===== src/glss_pkg.sv =====
// shared types, constants and the gaussian lookup table for the line spectrum summer
// no dependencies; used by every module of the block except glss_ram
package glss_pkg;

   localparam int TBL_BITS = 8;
   localparam int EXP_TABLE_SIZE = 1 << TBL_BITS;
   // z is Q.24; the table spans z in [0,8), so z below 2^27 is in range
   localparam int Z_WIDTH = 49;
   localparam int Z_RANGE_BITS = 27;
   localparam int IDX_SHIFT = Z_RANGE_BITS - TBL_BITS;

   localparam logic [2:0] REG_SWEEP_START = 3'd0;
   localparam logic [2:0] REG_SWEEP_END = 3'd1;
   localparam logic [2:0] REG_SWEEP_STEP = 3'd2;
   localparam logic [2:0] REG_INV_SIGMA = 3'd3;
   localparam logic [2:0] REG_PEAK_SCALE = 3'd4;

   localparam logic [1:0] CMD_LOAD = 2'd0;
   localparam logic [1:0] CMD_STEP = 2'd1;
   localparam logic [1:0] CMD_CLEAR = 2'd2;
   localparam logic [1:0] CMD_UNUSED = 2'd3;

   typedef enum logic [1:0] {
      OP_LOAD,
      OP_STEP,
      OP_CLEAR
   } op_type;

   typedef enum logic [0:0] {
      ST_IDLE,
      ST_SUM
   } state_type;

   typedef struct packed {
      logic [1:0]         cmd;
      logic signed [23:0] line_energy;
   } req_payload_type;

   typedef struct packed {
      logic signed [23:0] point_energy;
      logic [31:0]        intensity;
      logic               last_point;
      logic               past_end;
   } rsp_payload_type;

   typedef struct packed {
      op_type             op;
      logic signed [23:0] line_energy;
   } queue_item_type;

   typedef struct packed {
      logic           valid;
      queue_item_type item;
   } queue_head_type;

   typedef struct packed {
      logic signed [23:0] sweep_start;
      logic signed [23:0] sweep_end;
      logic [22:0]        sweep_step;
      logic [23:0]        inv_sigma;
      logic [23:0]        peak_scale;
   } cfg_type;

   typedef logic [15:0] gauss_rom_type [EXP_TABLE_SIZE];

   // floor quotient by shift and subtract, used only while the table is built
   function automatic logic [63:0] series_quotient(logic [63:0] num, logic [63:0] den);
      logic [63:0] quo;
      logic [63:0] rem;
      quo = '0;
      rem = '0;
      for (int b = 63; b >= 0; b--) begin
         rem = {rem[62:0], num[b]};
         if (rem >= den) begin
            rem = rem - den;
            quo[b] = 1'b1;
         end
      end
      return quo;
   endfunction

   // exp(-z*z/2) in Q0.16: series of exp(-x/64) in Q30, squared six times
   function automatic gauss_rom_type gauss_rom_build();
      gauss_rom_type rom;
      logic [63:0]   x;
      logic [63:0]   u;
      logic [63:0]   r;
      logic [63:0]   e;
      logic [63:0]   q30_one;
      q30_one = 64'd1 << 30;
      for (int k = 0; k < EXP_TABLE_SIZE; k++) begin
         // table size squared is a power of two
         x = ((64'd32 * 64'(k) * 64'(k)) << 30) >> (2 * TBL_BITS);
         u = x >> 6;
         r = q30_one;
         for (int n = 12; n >= 1; n--) begin
            r = q30_one - series_quotient((u * r) >> 30, 64'(n));
         end
         for (int i = 0; i < 6; i++) begin
            r = (r * r) >> 30;
         end
         e = (r * 64'd65536 + (64'd1 << 29)) >> 30;
         if (e > 64'd65535) begin
            e = 64'd65535;
         end
         rom[k] = e[15:0];
      end
      return rom;
   endfunction

   localparam gauss_rom_type GAUSS_ROM = gauss_rom_build();

endpackage


===== src/glss_front.sv =====
// front end: accepts requests, classifies commands and queues them for the back end
// depends on glss_pkg
module glss_front (
   input  logic                     clock,
   input  logic                     reset,
   input  logic                     req_valid,
   output logic                     req_stall,
   input  glss_pkg::req_payload_type req_payload,
   output glss_pkg::queue_head_type head,
   input  logic                     pop
);

   glss_pkg::queue_item_type slot_ff [2];
   glss_pkg::queue_item_type slot_in [2];
   logic [1:0] count_ff, count_in;
   logic       push;
   logic       do_pop;
   glss_pkg::queue_item_type item;

   always_comb begin
      item.line_energy = req_payload.line_energy;
      item.op = glss_pkg::OP_LOAD;
      unique case (req_payload.cmd)
         glss_pkg::CMD_LOAD:  item.op = glss_pkg::OP_LOAD;
         glss_pkg::CMD_STEP:  item.op = glss_pkg::OP_STEP;
         glss_pkg::CMD_CLEAR: item.op = glss_pkg::OP_CLEAR;
         default:             item.op = glss_pkg::OP_LOAD;
      endcase
   end

   assign req_stall = (count_ff == 2'd2);
   // unused command code is taken and dropped
   assign push = req_valid && !req_stall && (req_payload.cmd != glss_pkg::CMD_UNUSED);
   assign do_pop = pop && (count_ff != 2'd0);

   always_comb begin
      slot_in = slot_ff;
      count_in = count_ff;
      if (do_pop) begin
         slot_in[0] = slot_ff[1];
      end
      if (push) begin
         if (count_ff == 2'd0 || (count_ff == 2'd1 && do_pop)) begin
            slot_in[0] = item;
         end else begin
            slot_in[1] = item;
         end
      end
      count_in = count_ff + 2'(push) - 2'(do_pop);
   end

   always_ff @(posedge clock) begin
      if (reset) begin
         count_ff <= 2'd0;
      end else begin
         count_ff <= count_in;
      end
      slot_ff <= slot_in;
   end

   assign head.valid = (count_ff != 2'd0);
   assign head.item = slot_ff[0];

endmodule


===== config.mk =====
export PLATFORM = sky130hd
export DESIGN_NAME = glss_front
export DESIGN_NICKNAME = d
export VERILOG_FILES = /design/src/glss_pkg.sv /design/src/glss_front.sv
export SDC_FILE = /design/constraint.sdc
export NUM_CORES = 1
export LEC_CHECK = 0
export ABC_AREA = 1
export ABC_CLOCK_PERIOD_IN_PS = 3300
export BUFFER_PORTS_ARGS = -buffer_cell sky130_fd_sc_hd__clkbuf_2
export CAP_MARGIN = 20
export CORE_UTILIZATION = 45
export CTS_BUF_LIST = sky130_fd_sc_hd__clkbuf_8
export DETAILED_ROUTE_END_ITERATION = 8
export MAX_ROUTING_LAYER = met4
export PLACE_DENSITY = 0.69
export SYNTH_ARGS = -nofsm -noshare
export SYNTH_HDL_FRONTEND = slang
export SYNTH_SLANG_ARGS = --single-unit

===== constraint.sdc =====
create_clock -name clock -period 3.3 [get_ports clock]
set_clock_uncertainty 0.2 [all_clocks]
set_input_delay 0.33 -clock clock [delete_from_list [all_inputs] [get_ports clock]]
set_output_delay 0.33 -clock clock [all_outputs]
set_load 0.1 [all_outputs]

# After elaboration in Yosys (flattened, before gate mapping)
# Index checks and enable logic that the tools add are counted.
# op_classes
add_sub_neg,2
mul,0
div_mod_pow,0
order_cmp,0
n_eq_ne,5
shift,0
mux,5
bitwise_logic,1
reduce_logical,9
# ops
op,count
two-way mux 26 bit,3
two-way mux 52 bit,1
equality test 2 x 1 -> 1 bit (second input constant),2
equality test 2 bit (second input constant),2
logical AND 1 bit,4
one-hot mux 2 bit (2 select lines),1
adder 2 x 1 -> 2 bit,1
zero test 2 bit,1
!= test 2 bit (second input constant),1
AND reduction 2 bit,1
nonzero test 2 bit,1
subtractor 2 x 1 -> 2 bit,1
zero test 1 bit,1
logical OR 1 bit,1
NOT 1 bit,1
# word_totals
ff_bits,54
latchBits,0
ramBits,0
romBits,0
input_bits,30
out_inout_bits,28
n_memories,0

# Longest topological paths before layout
# Gate-level depths: netlist of the first run.
# logic_depth
ltp_word,6
mapped_depth,11
depth_no_buf,11

# Least setup slack after synthesis of the first run
# Ideal clock, no wire load.
# synth_timing
kind,reg2reg
startpoint,register count_ff[0]
endpoint,register slot_ff[0] (netlist bit) (enable)
setup_time_ps,409
arrival_time_ps,1747
setup_slack_ps,944
path_stages_with_launch,5
n_path_buf,0
cell_sequence,dfxtp_1 -> inv_1 -> nand2_1 -> nand3_1 -> nor2_1
# synth_via
elab_chain_cells,6
word_cells_on_any_way,12
classes_between,eq/ne (2); bitwise (1); reduce/logical (9)
# synth_rtl
item,line,source
"start, declared",glss_front.sv:15,"logic [1:0] count_ff, count_in;"
"start signal, assigned",glss_front.sv:56,count_ff <= count_in;
nonzero test 2 bit,glss_front.sv:34,assign do_pop = pop && (count_ff != 2'd0);
logical AND 1 bit,glss_front.sv:34,
logical AND 1 bit,glss_front.sv:43,if (count_ff == 2'd0 || (count_ff == 2'd1 && do_pop)) begin
logical OR 1 bit,glss_front.sv:43,
NOT 1 bit (no source line),--,
AND reduction 2 bit (no source line) (*),--,
"end signal, assigned",glss_front.sv:58,slot_ff <= slot_in;
"end, declared",glss_front.sv:13,glss_pkg::queue_item_type slot_ff [2];
# Every way passes the cells marked *; elsewhere a longest branch is shown, timed or not.
# A chain may end at the register's enable or synchronous reset.

==> results_dict.tcl, run 1 <==
set metrics [dict create \
    wl_met2_mm 1.93 \
    core_area_mm2 0.00514 \
    crit_type "flop to output pin" \
    drive_gt1_frac 0.225 \
    fmax_mhz 469 \
    n_antenna_cell 0 \
    hold_viol 0 \
    die_h_um 75.5 \
    instances_no_fill 394 \
    synth_top_area_frac 0.321 \
    tightest_slew_ns 0.549 \
    viasPerCell 4.41 \
    cts-root-buf "clkbuf_8" \
    period_needed_ns 2.13 \
    area.growth.synth_to_final_pct 10.9 \
    htreeDepth 2 \
    setup_tns_ns 0 \
    reg2reg_slack_ns 1.21 \
    synthesis.nets 323 \
    syn_area_mm2 0.00243 \
    synth_top_area_cell "edfxtp_1" \
    met3_length_um 177 \
    netlist_top_cells_area "edfxtp_1 (32%), dfxtp_1 (23%), nand2_1 (14%)" \
    relSlewSlack 0.636 \
    postSynthAreaPerCell_um2 8.33 \
    r2r_cells 5 \
    layout.nets 354 \
    whs_ns 0.0197 \
    whs_path_depth 1 \
    syn_inst 292 \
    hold_path_class "input pin to flop" \
    setup_viol 0 \
    grt_pass1_vias 1525 \
    die_x_um 75.5 \
    slowest_stage "clkbuf_2" \
    layout_setup_ws_ns 1.17 \
    drc 0 \
    cts_tree "yes" \
    drtIter0Drc 64 \
    start_util 0.473 \
    min_period_over_period 0.647 \
    grtUsageTotal 0.164 \
    portBuffers 57 \
    cp-end-kind "output pin" \
    grt_pass1_wl_mm 6.78 \
    fillers 519 \
    synth-seq-cells 54 \
    clk_pin_slew_ns 0.09 \
    slew_viol_final 0 \
    crit_fanout 12 \
    crit_buf_inv 2 \
    dp_hpwl_mm 2.82 \
    grt_max_degree 40 \
    post-place-ws_ns 1.20 \
    cts_buffers 5 \
    grt_remaining_overflow 0 \
    rows 26 \
    cts_setup_buffers 0 \
    clock_sinks 54 \
    ys_seq_area_frac 0.552 \
    placed_cells_incl_taps 385 \
    cp_cell_sequence "inv_1 -> nand2_2 -> clkbuf_2" \
    synth_warnings 0 \
    max-cap-violations 0 \
    place_congestion 0.862 \
    ant_nets 0 \
    wl_met1_mm 2.12 \
    clk_latency_ns 0.29 \
    highest_layer "met4" \
    fp.dieArea_mm2 0.00570 \
    dr.pass1.iters 4 \
    ys_types 18 \
    num_vias 1738 \
    finalWirelength_mm 4.26 \
    cp.depth 3 \
    crit_family "buffers and inverters" \
    antenna_found_initial 0 \
    status "completed" \
    io_pins 58 \
    rsz0062_at_grt "no" \
    clockBufferDepth 2 \
    slowest_delay_ns 0.51 \
    arrival_ns 1.60 \
    wire_per_inst_um 10.8 \
    crit_path_start_kind "flop" \
    required_ns 2.77 \
]
[flip-flops by register name (all words and copies together) (netlist names)]
| register | count |
|---|---|
| count_ff | 2 |
| head | 26 |
| slot_ff | 26 |
[stage by stage]
stage / area [µm²] / utilization
3_5_place_dp: 2570 / 0.501
5_1_grt: 2700 / 0.524
3_3_place_gp: 2570 / 0.501
4_1_cts: 2700 / 0.524
6_report: 2700 / 0.524
2_1_floorplan: 2430 / -
[cells in the mapped netlist]
library cell / n
a21oi_1: 1
buf_2: 5
buf_4: 29
buf_6: 1
clkbuf_1: 1
dfxtp_1: 28
edfxtp_1: 26
ha_1: 1
inv_1: 45
inv_2: 1
nand2_1: 93
nand2_2: 2
nand2_4: 1
nand3_1: 23
nor2_1: 20
o21ai_0: 5
o21ai_1: 9
xor2_1: 1
[logic make-up after synthesis]
family / Yosys count / synth area share
buffers and inverters: 82 / 0.177
AND/OR/NAND/NOR: 139 / 0.232
adder cells (fa/ha/maj): 1 / 0.00515
flip-flops: 54 / 0.552
XOR/XNOR: 1 / 0.00360
AO/OA/AOI/OAI: 15 / 0.0309
[per-layer routing]
| metal | GRT usage | vias to the layer above |
|---|---|---|
| met5 | - | - |
| met4 | 0.0514 | 0 |
| met3 | 0.0344 | 4 |
| met2 | 0.265 | 46 |
| met1 | 0.208 | 762 |
| li1 | - | 926 |
[final timing paths]
| check | from | endpoint |
|---|---|---|
| max | count_ff[1] | head[26] |
| min | req_payload[13] | slot_ff[13] |
| max reg2reg | count_ff[1] | slot_ff[19] |
| min reg2reg | slot_ff[11] | head[11] |
[layout by cell type (no fill, tap or decap), drive strengths merged]
cell type,count
nand2,96
clkbuf,65
inv,46
dfxtp,28
edfxtp,26
nand3,23
nor2,20
o21ai,14
buf,2
xor2,1
a21oi,1
ha,1
dlygate4sd3,1
[timing repair]
item,4_1_cts,5_1_grt
hold buffers,1,0
endpoints found under the hold margin,1,0
gates resized for setup,0,0
[area by class of cell]
type                    count  area (µm²)  share of cell area
clock buffers               8         110              0.0409
repair buffers             60         310               0.115
multi-input cells         156         673               0.250
well taps                  70        87.6              0.0325
inverters                  46         173              0.0641
flip-flops and latches     54        1340               0.498
Power of run 1 is not shown: default switching activity piles up to over one toggle a cycle in this logic, so the estimate is an artifact.
==> inputs of run 2 (changes only) <==
--- a/config.mk
+++ b/config.mk
@@ -5,15 +5,15 @@
 export SDC_FILE = /design/constraint.sdc
 export NUM_CORES = 1
 export LEC_CHECK = 0
-export ABC_AREA = 1
-export ABC_CLOCK_PERIOD_IN_PS = 3300
+export ABC_AREA = 0
+export ABC_CLOCK_PERIOD_IN_PS = 1700
 export BUFFER_PORTS_ARGS = -buffer_cell sky130_fd_sc_hd__clkbuf_2
 export CAP_MARGIN = 20
 export CORE_UTILIZATION = 45
 export CTS_BUF_LIST = sky130_fd_sc_hd__clkbuf_8
 export DETAILED_ROUTE_END_ITERATION = 8
 export MAX_ROUTING_LAYER = met4
-export PLACE_DENSITY = 0.69
+export PLACE_DENSITY = 0.71
 export SYNTH_ARGS = -nofsm -noshare
 export SYNTH_HDL_FRONTEND = slang
 export SYNTH_SLANG_ARGS = --single-unit
==> constraint.sdc (replaced) <==
create_clock -name clock -period 1.7 [get_ports clock]
set_clock_uncertainty 0.2 [all_clocks]
set_input_delay 0.17 -clock clock [delete_from_list [all_inputs] [get_ports clock]]
set_output_delay 0.17 -clock clock [all_outputs]
set_load 0.1 [all_outputs]
==> results_dict.tcl, run 2 <==
set metrics [dict create \
    status "finished, violations left" \
    violations "negative setup slack" \
    period_needed_ns 1.77 \
    io_pins 58 \
    tightest_slew_ns 0.555 \
    dp_hpwl_mm 2.89 \
    hold_viol 0 \
    clock_sinks 54 \
    ant_nets 0 \
    multi_input_area_mm2 0.00100 \
    cts_buffers 5 \
    clk_pin_slew_ns 0.09 \
    grt_remaining_overflow 0 \
    crit_buf_inv 2 \
    fmax_mhz 567 \
    cts_tree "yes" \
    finalWirelength_mm 4.45 \
    grtUsageTotal 0.154 \
    arrival_ns 1.76 \
    die_h_um 77.0 \
    drc 0 \
    n_antenna_cell 0 \
    register_area_mm2 0.00135 \
    crit_fanout 8 \
    clockBufferDepth 2 \
    postSynthAreaPerCell_um2 15.5 \
    synth_top_area_frac 0.309 \
    ys_seq_area_frac 0.530 \
    core_area_mm2 0.00527 \
    cts-root-buf "clkbuf_8" \
    final_cell_area_mm2 0.00334 \
    postPlaceCellArea_mm2 0.00283 \
    yosys-top-cells-count "mux2_4 (38), dfxtp_1 (28), buf_4 (27)" \
    setup_tns_ns -0.870 \
    synthFlopType "dfxtp_1" \
    final_common_cell "clkbuf_2" \
    r2r_cells 5 \
    wire_per_inst_um 14.3 \
    required_ns 1.69 \
    grt_pass1_wl_mm 6.79 \
    syn_inst 163 \
    synthesis.nets 194 \
    portBuffers 57 \
    viasPerCell 4.75 \
    whs_path_depth 3 \
    slew_viol_final 0 \
    min_period_over_period 1.04 \
    crit_type "flop to flop" \
    relSlewSlack 0.632 \
    fillers 423 \
    netlist_top_cells_area "edfxtp_1 (31%), mux2_4 (23%), dfxtp_1 (22%)" \
    antenna_found_initial 0 \
    dr.pass1.iters 4 \
    syn_area_mm2 0.00253 \
    place_congestion 0.696 \
    hold_path_class "input pin to flop" \
    clk_latency_ns 0.31 \
    rows 26 \
    htreeDepth 2 \
    rsz0062_at_grt "yes" \
    start_util 0.480 \
    grt_max_degree 17 \
    drive_gt1_frac 0.610 \
    cpMostUsedCell "mux2_4" \
    synth_warnings 0 \
    synth_edf_count 26 \
    fp.dieArea_mm2 0.00592 \
    cp-end-kind "flop" \
    ys_async_sr_fraction 0 \
    yosysMostFrequentCell "mux2_4" \
    synth-seq-cells 54 \
    max-cap-violations 0 \
    grt_pass1_vias 1503 \
    crit_family "multiplexers" \
    layout.nets 271 \
    drtIter0Drc 57 \
    cp_cell_sequence "o21ai_4 -> buf_6 -> clkbuf_16 -> mux2_4 -> mux2_4" \
    slowest_stage "dfxtp_4" \
    die_x_um 77.0 \
    synth_top_area_cell "edfxtp_1" \
    area.growth.synth_to_final_pct 32.3 \
    num_vias 1477 \
    final_cell_mix "clkbuf_2 (55), mux2_4 (50), dfxtp_1 (26), edfxtp_1 (26), dlygate4sd3_1 (25)" \
    setup_viol 23 \
    layout_setup_ws_ns -0.0651 \
    slowest_delay_ns 0.37 \
    cp.depth 5 \
    crit_path_start_kind "flop" \
    ys_types 30 \
]
==> run 2: cell type report <==
type	count	share of cell area
clock inverters	2	0.0101
repair buffers	101	0.235
clock buffers	6	0.0247
multi-input cells	77	0.300
flip-flops and latches	54	0.403
inverters	1	0.00112
well taps	70	0.0262
==> run 2: routing by layer <==
| layer | track usage | wire, µm |
|---|---|---|
| met1 | 0.173 | 1970 |
| met2 | 0.259 | 2240 |
| met3 | 0.0345 | 135 |
| met4 | 0.0731 | 96 |
| met5 | - | 0 |
==> run 2: worst paths after layout <==
path | start | end | slack, ns
worst min-delay path | req_payload[24] | slot_ff[25] | 0.09
worst max-delay path | count_ff[1] | head[13] | -0.07
worst max register to register | count_ff[1] | head[13] | -0.07
worst min register to register | slot_ff[22] | head[22] | 0.41
==> run 2: logic make-up after synthesis <==
group           count (synthesis)  share of synthesized area
mux                            52                      0.288
buf+inv                        32                      0.106
fa+ha+maj                       1                    0.00495
compound gates                  7                     0.0238
flops                          54                      0.530
xor+xnor                        1                    0.00346
simple gates                   16                     0.0431
==> run 2: per-stage QoR <==
step | utilization | worst slack [ns] | std cells | hold WS [ns]
6_report | 0.635 | -0.0651 | 311 | 0.0922
5_1_grt | 0.635 | -0.113 | 311 | 0.0926
4_1_cts | 0.611 | -0.0381 | 307 | 0.0770
3_5_place_dp | 0.538 | -0.210 | 274 | 0.165
3_3_place_gp | 0.538 | -0.121 | 274 | 0.162
2_1_floorplan | - | -0.314 | 163 | 0.0342
==> run 2: repair_timing <==
action | CTS | global route
cloned | 0 | 1
hold buffers | 25 | 0
setup buffers | 0 | 3
resized for setup | 7 | 19
pin swaps | 1 | 5
endpoints found under the setup margin | 30 | 16
endpoints found under the hold margin | 49 | 0
==> run 2: worst min-delay path: cells and delay by family <==
family | cells | cell delay (ns)
buffers and inverters | 2 | 0.21
and+or+nand+nor | 1 | 0.05
Power of run 2 is left out for the same reason.
